==> src/rtl/crb_pkg.sv <==
// ----------------------------------------------------------------------------
// Coil read response builder package
// Shared field widths, frame constants, command codes and beat structs.
// ----------------------------------------------------------------------------
package crb_pkg;

  localparam int WORD_INDEX_W = 6;
  localparam int COIL_W       = 16;
  localparam int ID_W         = 16;
  localparam int BYTE_W       = 8;
  localparam int ADDR_W       = 16;
  localparam int QTY_W        = 9;
  localparam int POS_W        = 6;
  localparam int BCOUNT_W     = 7;
  localparam int LENGTH_W     = 16;
  localparam int WORD_ADDR_W  = 13;
  localparam int FRAME_POS_W  = 7;
  localparam int SHIFT_W      = 4;

  // Largest coil count a request may ask for; larger counts are clamped.
  localparam int MAX_QUANTITY = 256;
  localparam int QTY_LIMIT    = (MAX_QUANTITY > (1 << QTY_W) - 1) ?
                                ((1 << QTY_W) - 1) : MAX_QUANTITY;

  localparam int LENGTH_BASE  = 3;

  // Header byte offsets within the response frame.
  localparam logic [SHIFT_W-1:0] HDR_TID_HI   = 4'd0;
  localparam logic [SHIFT_W-1:0] HDR_TID_LO   = 4'd1;
  localparam logic [SHIFT_W-1:0] HDR_PID_HI   = 4'd2;
  localparam logic [SHIFT_W-1:0] HDR_PID_LO   = 4'd3;
  localparam logic [SHIFT_W-1:0] HDR_LEN_HI   = 4'd4;
  localparam logic [SHIFT_W-1:0] HDR_LEN_LO   = 4'd5;
  localparam logic [SHIFT_W-1:0] HDR_UNIT     = 4'd6;
  localparam logic [SHIFT_W-1:0] HDR_FUNC     = 4'd7;
  localparam logic [SHIFT_W-1:0] HDR_DATA_LEN = 4'd8;

  typedef enum logic {
    CMD_LOAD = 1'b0,
    CMD_READ = 1'b1
  } command_t;

  typedef struct packed {
    command_t                command;
    logic [WORD_INDEX_W-1:0] word_index;
    logic [COIL_W-1:0]       word_data;
    logic [ID_W-1:0]         transaction_id;
    logic [ID_W-1:0]         protocol_id;
    logic [BYTE_W-1:0]       unit_id;
    logic [BYTE_W-1:0]       function_code;
    logic [ADDR_W-1:0]       start_address;
    logic [QTY_W-1:0]        quantity;
  } in_t;

  typedef struct packed {
    logic [BYTE_W-1:0] tx_byte;
    logic [POS_W-1:0]  byte_position;
    logic              last;
  } out_t;

  // Classified command handed from the front to the back.
  typedef struct packed {
    command_t                command;
    logic [WORD_INDEX_W-1:0] word_index;
    logic [COIL_W-1:0]       word_data;
    logic [ID_W-1:0]         transaction_id;
    logic [ID_W-1:0]         protocol_id;
    logic [BYTE_W-1:0]       unit_id;
    logic [BYTE_W-1:0]       function_code;
    logic [ADDR_W-1:0]       start_address;
    logic [QTY_W-1:0]        quantity;
    logic [BCOUNT_W-1:0]     data_len;
  } cmd_t;

endpackage

==> src/rtl/crb_ram.sv <==
// ----------------------------------------------------------------------------
// Generic single-write, single-read RAM
// One write port and one read port with registered read data.
// ----------------------------------------------------------------------------
module crb_ram #(
  parameter int WIDTH = 16,
  parameter int DEPTH = 64
) (
  input  logic                                     clk,
  input  logic                                     we,
  input  logic [((DEPTH > 1) ? $clog2(DEPTH) : 1)-1:0] waddr,
  input  logic [WIDTH-1:0]                         wdata,
  input  logic                                     re,
  input  logic [((DEPTH > 1) ? $clog2(DEPTH) : 1)-1:0] raddr,
  output logic [WIDTH-1:0]                         rdata
);

  logic [WIDTH-1:0] mem [DEPTH];

  always_ff @(posedge clk) begin
    if (we) begin
      mem[waddr] <= wdata;
    end
    if (re) begin
      rdata <= mem[raddr];
    end
  end

endmodule

==> src/rtl/crb_fifo.sv <==
// ----------------------------------------------------------------------------
// Small synchronous queue
// Register-based first-in first-out buffer with full and empty flags.
// ----------------------------------------------------------------------------
module crb_fifo #(
  parameter int WIDTH = 8,
  parameter int DEPTH = 2
) (
  input  logic             clk,
  input  logic             rst,
  input  logic             push,
  input  logic [WIDTH-1:0] wdata,
  output logic             full,
  input  logic             pop,
  output logic [WIDTH-1:0] rdata,
  output logic             empty
);

  localparam int AW = (DEPTH > 1) ? $clog2(DEPTH) : 1;
  localparam int CW = $clog2(DEPTH + 1);

  logic [WIDTH-1:0] slots [DEPTH];
  logic [AW-1:0]    wptr;
  logic [AW-1:0]    rptr;
  logic [CW-1:0]    count;
  logic             do_push;
  logic             do_pop;

  assign full    = (count == CW'(DEPTH));
  assign empty   = (count == '0);
  assign do_push = push && !full;
  assign do_pop  = pop && !empty;
  assign rdata   = slots[rptr];

  always_ff @(posedge clk) begin
    if (rst) begin
      wptr  <= '0;
      rptr  <= '0;
      count <= '0;
    end else begin
      if (do_push) begin
        wptr <= (wptr == AW'(DEPTH - 1)) ? '0 : wptr + 1'b1;
      end
      if (do_pop) begin
        rptr <= (rptr == AW'(DEPTH - 1)) ? '0 : rptr + 1'b1;
      end
      if (do_push && !do_pop) begin
        count <= count + 1'b1;
      end else if (do_pop && !do_push) begin
        count <= count - 1'b1;
      end
    end
  end

  always_ff @(posedge clk) begin
    if (do_push) begin
      slots[wptr] <= wdata;
    end
  end

endmodule

==> src/rtl/crb_front.sv <==
// ----------------------------------------------------------------------------
// Coil read response builder front end
// Accepts input beats, drops loads beyond the store, clamps the coil count
// and works out the data byte count before queueing the command.
// ----------------------------------------------------------------------------
module crb_front #(
  parameter int STORE_WORDS = 64
) (
  input  crb_pkg::in_t  request,
  input  logic          push,
  output logic          full,
  output logic          cmd_push,
  output crb_pkg::cmd_t cmd,
  input  logic          cmd_full
);
  import crb_pkg::*;

  logic             load_in_range;
  logic [QTY_W-1:0] qty_clamped;
  logic [QTY_W:0]   qty_rounded;

  assign load_in_range = ({1'b0, request.word_index} < (WORD_INDEX_W + 1)'(STORE_WORDS));

  assign qty_clamped = (request.quantity > QTY_W'(QTY_LIMIT)) ?
                       QTY_W'(QTY_LIMIT) : request.quantity;
  assign qty_rounded = {1'b0, qty_clamped} + (QTY_W + 1)'(7);

  always_comb begin
    cmd.command        = request.command;
    cmd.word_index     = request.word_index;
    cmd.word_data      = request.word_data;
    cmd.transaction_id = request.transaction_id;
    cmd.protocol_id    = request.protocol_id;
    cmd.unit_id        = request.unit_id;
    cmd.function_code  = request.function_code;
    cmd.start_address  = request.start_address;
    cmd.quantity       = qty_clamped;
    cmd.data_len       = qty_rounded[QTY_W:3];
  end

  // A load that falls outside the store is taken and discarded here.
  assign full     = cmd_full;
  assign cmd_push = push && !cmd_full &&
                    ((request.command == CMD_READ) || load_in_range);

endmodule

==> src/rtl/crb_back.sv <==
// ----------------------------------------------------------------------------
// Coil read response builder back end
// Applies coil loads to the store and emits response frames byte by byte,
// sliding a two-word window over the store as the bit offset advances.
// ----------------------------------------------------------------------------
module crb_back #(
  parameter int STORE_WORDS = 64
) (
  input  logic          clk,
  input  logic          rst,
  input  crb_pkg::cmd_t cmd,
  input  logic          cmd_empty,
  output logic          cmd_pop,
  output crb_pkg::out_t beat,
  output logic          out_push,
  input  logic          out_full
);
  import crb_pkg::*;

  localparam int AW = (STORE_WORDS > 1) ? $clog2(STORE_WORDS) : 1;

  typedef enum logic [4:0] {
    ST_IDLE     = 5'b00001,
    ST_FETCH_LO = 5'b00010,
    ST_FETCH_HI = 5'b00100,
    ST_HEADER   = 5'b01000,
    ST_DATA     = 5'b10000
  } state_t;

  state_t state;
  state_t state_next;

  logic [STORE_WORDS-1:0] valid;

  logic [ID_W-1:0]        tid;
  logic [ID_W-1:0]        pid;
  logic [BYTE_W-1:0]      unit;
  logic [BYTE_W-1:0]      func;
  logic [BCOUNT_W-1:0]    bcount;
  logic [BCOUNT_W-1:0]    bytes_left;
  logic [QTY_W-1:0]       bits_left;
  logic [SHIFT_W-1:0]     shift;
  logic [COIL_W-1:0]      lo_word;
  logic [WORD_ADDR_W-1:0] fetch_word;
  logic                   rd_zero;
  logic [FRAME_POS_W-1:0] pos;

  logic                   ram_we;
  logic                   ram_re;
  logic [COIL_W-1:0]      ram_rdata;
  logic [COIL_W-1:0]      hi_word;
  logic [2*COIL_W-1:0]    window;
  logic [BYTE_W-1:0]      bit_mask;
  logic [BYTE_W-1:0]      data_byte;
  logic [BYTE_W-1:0]      header_byte;
  logic [LENGTH_W-1:0]    frame_length;
  logic                   fetch_oob;

  crb_ram #(
    .WIDTH(COIL_W),
    .DEPTH(STORE_WORDS)
  ) u_store (
    .clk  (clk),
    .we   (ram_we),
    .waddr(cmd.word_index[AW-1:0]),
    .wdata(cmd.word_data),
    .re   (ram_re),
    .raddr(fetch_word[AW-1:0]),
    .rdata(ram_rdata)
  );

  // Words past the store, or never loaded since reset, read as zero.
  assign fetch_oob = (fetch_word >= WORD_ADDR_W'(STORE_WORDS)) ||
                     !valid[fetch_word[AW-1:0]];

  assign hi_word   = rd_zero ? '0 : ram_rdata;
  assign window    = {hi_word, lo_word};
  assign bit_mask  = (bits_left >= QTY_W'(BYTE_W)) ? '1 : ~({BYTE_W{1'b1}} << bits_left[2:0]);
  assign data_byte = window[shift +: BYTE_W] & bit_mask;

  assign frame_length = LENGTH_W'(LENGTH_BASE) + LENGTH_W'(bcount);

  always_comb begin
    unique case (pos[SHIFT_W-1:0])
      HDR_TID_HI:   header_byte = tid[15:8];
      HDR_TID_LO:   header_byte = tid[7:0];
      HDR_PID_HI:   header_byte = pid[15:8];
      HDR_PID_LO:   header_byte = pid[7:0];
      HDR_LEN_HI:   header_byte = frame_length[15:8];
      HDR_LEN_LO:   header_byte = frame_length[7:0];
      HDR_UNIT:     header_byte = unit;
      HDR_FUNC:     header_byte = func;
      HDR_DATA_LEN: header_byte = BYTE_W'(bcount);
      default:      header_byte = '0;
    endcase
  end

  always_comb begin
    state_next         = state;
    cmd_pop            = 1'b0;
    ram_we             = 1'b0;
    ram_re             = 1'b0;
    out_push           = 1'b0;
    beat.tx_byte       = header_byte;
    beat.byte_position = pos[POS_W-1:0];
    beat.last          = 1'b0;
    unique case (state)
      ST_IDLE: begin
        if (!cmd_empty) begin
          cmd_pop = 1'b1;
          if (cmd.command == CMD_LOAD) begin
            ram_we = 1'b1;
          end else begin
            state_next = ST_FETCH_LO;
          end
        end
      end
      ST_FETCH_LO: begin
        ram_re     = 1'b1;
        state_next = ST_FETCH_HI;
      end
      ST_FETCH_HI: begin
        ram_re     = 1'b1;
        state_next = ST_HEADER;
      end
      ST_HEADER: begin
        beat.last = (pos[SHIFT_W-1:0] == HDR_DATA_LEN) && (bcount == '0);
        if (!out_full) begin
          out_push = 1'b1;
          if (pos[SHIFT_W-1:0] == HDR_DATA_LEN) begin
            state_next = (bcount == '0) ? ST_IDLE : ST_DATA;
          end
        end
      end
      ST_DATA: begin
        beat.tx_byte = data_byte;
        beat.last    = (bytes_left == BCOUNT_W'(1));
        if (!out_full) begin
          out_push = 1'b1;
          ram_re   = shift[SHIFT_W-1];
          if (bytes_left == BCOUNT_W'(1)) begin
            state_next = ST_IDLE;
          end
        end
      end
      default: state_next = ST_IDLE;
    endcase
  end

  always_ff @(posedge clk) begin
    if (rst) begin
      state <= ST_IDLE;
      valid <= '0;
    end else begin
      state <= state_next;
      if (ram_we) begin
        valid[cmd.word_index[AW-1:0]] <= 1'b1;
      end
    end
  end

  // Each read issue records whether the word it fetches counts as zero.
  always_ff @(posedge clk) begin
    if (ram_re) begin
      rd_zero    <= fetch_oob;
      fetch_word <= fetch_word + 1'b1;
    end
    unique case (state)
      ST_IDLE: begin
        if (!cmd_empty && (cmd.command == CMD_READ)) begin
          tid        <= cmd.transaction_id;
          pid        <= cmd.protocol_id;
          unit       <= cmd.unit_id;
          func       <= cmd.function_code;
          bcount     <= cmd.data_len;
          bytes_left <= cmd.data_len;
          bits_left  <= cmd.quantity;
          shift      <= cmd.start_address[SHIFT_W-1:0];
          fetch_word <= WORD_ADDR_W'(cmd.start_address[ADDR_W-1:SHIFT_W]);
        end
      end
      ST_FETCH_LO: begin
        pos <= '0;
      end
      ST_FETCH_HI: begin
        lo_word <= hi_word;
      end
      ST_HEADER: begin
        if (!out_full) begin
          pos <= pos + 1'b1;
        end
      end
      ST_DATA: begin
        if (!out_full) begin
          pos        <= pos + 1'b1;
          bytes_left <= bytes_left - 1'b1;
          bits_left  <= (bits_left >= QTY_W'(BYTE_W)) ? bits_left - QTY_W'(BYTE_W) : '0;
          shift      <= shift + SHIFT_W'(BYTE_W);
          if (shift[SHIFT_W-1]) begin
            lo_word <= hi_word;
          end
        end
      end
      default: begin
      end
    endcase
  end

endmodule

==> src/rtl/coil_read_response_builder.sv <==
// A read request passes through the command queue and the back end's idle,
// fetch-low and fetch-high states before its first header byte enters the
// result queue; a coil load is written to the store as the back end pops it.
// Frame bytes go out one per cycle while the result queue is not full.
// Reset clears both queues and marks every coil word as zero; no sweep.
// ----------------------------------------------------------------------------
// Coil read response builder
// Front end classifies requests into a command queue; the back end keeps the
// coil store and streams read-coils response frames into a result queue.
// ----------------------------------------------------------------------------
module coil_read_response_builder #(
  parameter int COIL_WORDS = 64
) (
  input  logic          clk,
  input  logic          rst,
  input  crb_pkg::in_t  request,
  input  logic          push,
  output logic          full,
  output crb_pkg::out_t response,
  output logic          empty,
  input  logic          pop
);
  import crb_pkg::*;

  // Only words a load can address need storage; the rest always read zero.
  localparam int STORE_WORDS = (COIL_WORDS < (1 << WORD_INDEX_W)) ?
                               COIL_WORDS : (1 << WORD_INDEX_W);
  localparam int CMD_DEPTH   = 2;
  localparam int OUT_DEPTH   = 2;

  cmd_t cmd_in;
  cmd_t cmd_out;
  logic cmd_push;
  logic cmd_full;
  logic cmd_pop;
  logic cmd_empty;
  out_t beat;
  logic out_push;
  logic out_full;

  crb_front #(
    .STORE_WORDS(STORE_WORDS)
  ) u_front (
    .request (request),
    .push    (push),
    .full    (full),
    .cmd_push(cmd_push),
    .cmd     (cmd_in),
    .cmd_full(cmd_full)
  );

  crb_fifo #(
    .WIDTH($bits(cmd_t)),
    .DEPTH(CMD_DEPTH)
  ) u_cmd_queue (
    .clk  (clk),
    .rst  (rst),
    .push (cmd_push),
    .wdata(cmd_in),
    .full (cmd_full),
    .pop  (cmd_pop),
    .rdata(cmd_out),
    .empty(cmd_empty)
  );

  crb_back #(
    .STORE_WORDS(STORE_WORDS)
  ) u_back (
    .clk      (clk),
    .rst      (rst),
    .cmd      (cmd_out),
    .cmd_empty(cmd_empty),
    .cmd_pop  (cmd_pop),
    .beat     (beat),
    .out_push (out_push),
    .out_full (out_full)
  );

  crb_fifo #(
    .WIDTH($bits(out_t)),
    .DEPTH(OUT_DEPTH)
  ) u_out_queue (
    .clk  (clk),
    .rst  (rst),
    .push (out_push),
    .wdata(beat),
    .full (out_full),
    .pop  (pop),
    .rdata(response),
    .empty(empty)
  );

endmodule

==> config.mk <==
export PLATFORM = sky130hd
export DESIGN_NAME = coil_read_response_builder
export DESIGN_NICKNAME = d
export VERILOG_FILES = /design/src/rtl/crb_pkg.sv /design/src/rtl/crb_ram.sv /design/src/rtl/crb_fifo.sv /design/src/rtl/crb_front.sv /design/src/rtl/crb_back.sv /design/src/rtl/coil_read_response_builder.sv
export SDC_FILE = /design/constraint.sdc
export NUM_CORES = 2
export LEC_CHECK = 0
export ABC_AREA = 1
export BUFFER_PORTS_ARGS = -buffer_cell sky130_fd_sc_hd__buf_2
export CORE_MARGIN = 2
export CORE_UTILIZATION = 35
export CTS_CLUSTER_SIZE = 28
export DETAILED_ROUTE_END_ITERATION = 6
export HOLD_SLACK_MARGIN = 0.15
export REMOVE_ABC_BUFFERS = 1
export SYNTH_ARGS = -nofsm -noshare
export SYNTH_HDL_FRONTEND = slang
export SYNTH_SLANG_ARGS = --single-unit
==> constraint.sdc <==
create_clock -name clk -period 16.4 [get_ports clk]
set_input_delay 2.46 -clock clk [delete_from_list [all_inputs] [get_ports clk]]
set_output_delay 2.46 -clock clk [all_outputs]
set_load 0.01 [all_outputs]
==> impl_metrics.tcl <==
set metrics [dict create \
    synth_area_leader_cell "edfxtp_1" \
    hpwl_um 89400 \
    final_core_util_pct 40.00 \
    crit_type "reg2out" \
    synth.most_common_cell "edfxtp_1" \
    detailedRoute.firstPassIterationCount 6 \
    tightest_slew_ns 1.171 \
    routed_wl_um 158100 \
    switching_share_pct 36.49 \
    cts_hold_buf 0 \
    maxCapViolations 0 \
    numCtsBuffers 153 \
    synth_seq_area_share_pct 72.21 \
    period_share_pct 28.55 \
    dpl_cell_area_mm2 0.06274 \
    yosysTopAreaCellShare_pct 69.13 \
    seq_power_share_pct 41.1 \
    hold_depth 1 \
    place_congestion 0.8734 \
    drt_drc_violations_left 0 \
    fin_skew_ns 0.06497 \
    synth_flop_cell "edfxtp_1" \
    crit_cells 2 \
    tritoncts "yes" \
    fin_crit_ns 4.681 \
    p_per_area_mw_per_mm2 173.7 \
    dp_slack_ns 11.23 \
    cpPeakStageDelay_ns 0.80 \
    grt_max_degree 214 \
    num_vias 38870 \
    p_int_uw 7478 \
    rr_startpoint "u_back.fetch_word[0]$_DFF_P_" \
    cp_top_family "flip-flops" \
    postSynthCellCount 5221 \
    fp.coreArea_mm2 0.1695 \
    dieWidth_um 417.0 \
    switching_power_uw 4296 \
    cts_resized 0 \
    synth_commonest_cells "edfxtp_1 (1374), nor2_1 (1040), nand2_1 (922)" \
    worstPathArrival_ns 2.22 \
    synthArstFlopShare_pct 0 \
    fin_hold_ws_ns 0.4543 \
    wl_per_cell_um 20.65 \
    track_usage_pct 17.80 \
    io_pins 117 \
    clk_path_buf_depth 3 \
    grt_pass1_vias 36540 \
    required_ns 13.94 \
    clockPowerShare_pct 29.3 \
    root_buffer "clkbuf_16" \
    fp.dieH_um 417.0 \
    synth_edf_count 1374 \
    combPwrFrac_pct 29.6 \
    leakagePower_uw 0.02408 \
    nNetsFinal 5419 \
    layout-drive-gt1-share_pct 10.03 \
    min_from "u_cmd_queue.rptr$_SDFFE_PP0P_" \
    min_path_type "reg2reg" \
    ant_nets 0 \
    status "complete, no violations" \
    ys_seq_elements 1466 \
    slew_violations 0 \
    hold_viol 0 \
    ys_types 50 \
    path_clk_slew_ns 0.06 \
    setup_viol 0 \
    end_kind "output port" \
    synth_area_leaders "edfxtp_1 (69%), nor2_1 (6.5%), nand2_1 (5.8%)" \
    synth_area_per_cell_um2 11.43 \
    start_util_pct 35.22 \
    fmax_mhz 213.6 \
    max-slew-margin-rel_pct 21.96 \
    fin_area_mm2 0.06778 \
    synth_warnings 0 \
    critPathLaunchType "flop" \
    cts_setup_buffers 0 \
    viasPerCell 5.076 \
    htreeDepth 4 \
    die-area_mm2 0.1739 \
    rr_worst_depth 13 \
    rsz0062_at_grt "false" \
    rows 151 \
    syn_to_final_growth_pct 13.56 \
    grt_antenna_before_repair 11 \
    drt_iter0_drc 4199 \
    cp_num_buf_inv 1 \
    grt_pass1_wl_um 234100 \
    clock-sinks 1466 \
    worst_slack_ns 11.72 \
    cp_max_fo 15 \
    io_buffers 116 \
    fin_tns_setup_ns 0 \
    syn_area_mm2 0.05969 \
    worstPathCellList "mux2_2 > buf_2" \
    clock_latency_ns 0.82 \
    overflow 0 \
    slowest_stage "dfxtp_1" \
    vdd_drop_max_uv 151.9 \
]
## worst register-to-register path: stages, from the launching register on
cell     delay [ns]
dfxtp_4        0.62
inv_8          0.77
buf_4          0.88
buf_4          0.84
o21ai_0        0.29
nand2_1        0.13
nand2_1        0.07
nand2_1        0.12
inv_1          0.05
nand2_1        0.06
nand2_1        0.05
nand2_1        0.15
inv_1          0.09
nand2_1        0.14
## per-stage QoR
stage | instances | power [uW]
3_5_place_dp | 7370 | 8382
5_1_grt | 7656 | 12350
6_report | 7657 | 11770
3_3_place_gp | 7370 | 8350
2_1_floorplan | 4939 | 7213
4_1_cts | 7652 | 11820
## cells in the final DEF (no fill, tap or decap), drive strengths merged, types with 8 or more instances in the layout
| cell | instances |
|---|---|
| a31oi | 8 |
| clkinv | 64 |
| mux2 | 15 |
| o22ai | 19 |
| nor2 | 1051 |
| o211ai | 105 |
| edfxtp | 1374 |
| dfxtp | 92 |
| xnor2 | 8 |
| nor3 | 10 |
| or2 | 40 |
| nand2 | 927 |
| ha | 12 |
| buf | 213 |
| xor2 | 15 |
| clkbuf | 200 |
| o21ai | 591 |
| nand4 | 8 |
| nand3 | 282 |
| a21oi | 94 |
| bufinv | 11 |
| inv | 259 |
## state kept, by name (all words and copies together) (netlist names), 2 cells and up, named ones only
signal / count
u_back.u_store.mem: 1024
u_cmd_queue.slots: 206
u_back.valid: 64
u_out_queue.slots: 30
u_back.lo_word: 16
u_back.pid: 16
u_back.tid: 16
u_back.u_store.rdata: 16
u_back.fetch_word: 13
u_back.bits_left: 9
u_back.func: 8
u_back.unit: 8
u_back.bcount: 7
u_back.bytes_left: 7
u_back.pos: 6
u_back.state: 5
u_back.shift: 4
u_cmd_queue.count: 2
u_out_queue.count: 2
## cells by family after synthesis
family,synth area share (%)
and+or+nand+nor,15.56
muxes,0.2998
AOI/OAI and AO/OA,7.706
DFF,72.21
other,0.006283
xor gates and xnor gates,0.3375
adders and majority gates,0.2515
buffers and inverters,3.631
## final timing paths
path / endpoint / slack (ns)
max: response[14] / 11.72
min: flop / 0.45
max reg2reg: u_back.u_store.rdata[10]$_DFFE_PP_ / 11.98
min reg2reg: flop / 0.45
## cell type report
class	instances	area (um^2)
multi-input cells	3216	14510
repair buffers	213	1359
clock inverters	82	979.7
inverters	257	978.4
diodes	5	12.51
fillers	15810	101700
flip-flops and latches	1466	43120
well taps	2218	2775
clock buffers	200	4055
## per-layer routing
metal / wire, um / global-route usage (%) / share of wire, % / vias to the layer above
li1: - / - / - / 18220
met1: 66940 / 24.03 / 42 / 19070
met2: 76000 / 29.08 / 48 / 1318
met3: 10480 / 2.946 / 6.6 / 255
met4: 4716 / 6.153 / 3.0 / 2
met5: 13 / 0 / 0.0082 / -
## power groups by stage
| stage | logic (uW) | clock network, uW | registers (uW) |
|---|---|---|---|
| floorplan | 2160 | 0 | 5060 |
| global placement | 3440 | 0 | 4910 |
| detailed placement | 3460 | 0 | 4920 |
| CTS | 3480 | 3500 | 4840 |
| global route | 3840 | 3650 | 4860 |
| finish | 3480 | 3450 | 4840 |
No activity file was read; power rests on OpenSTA's default activity.
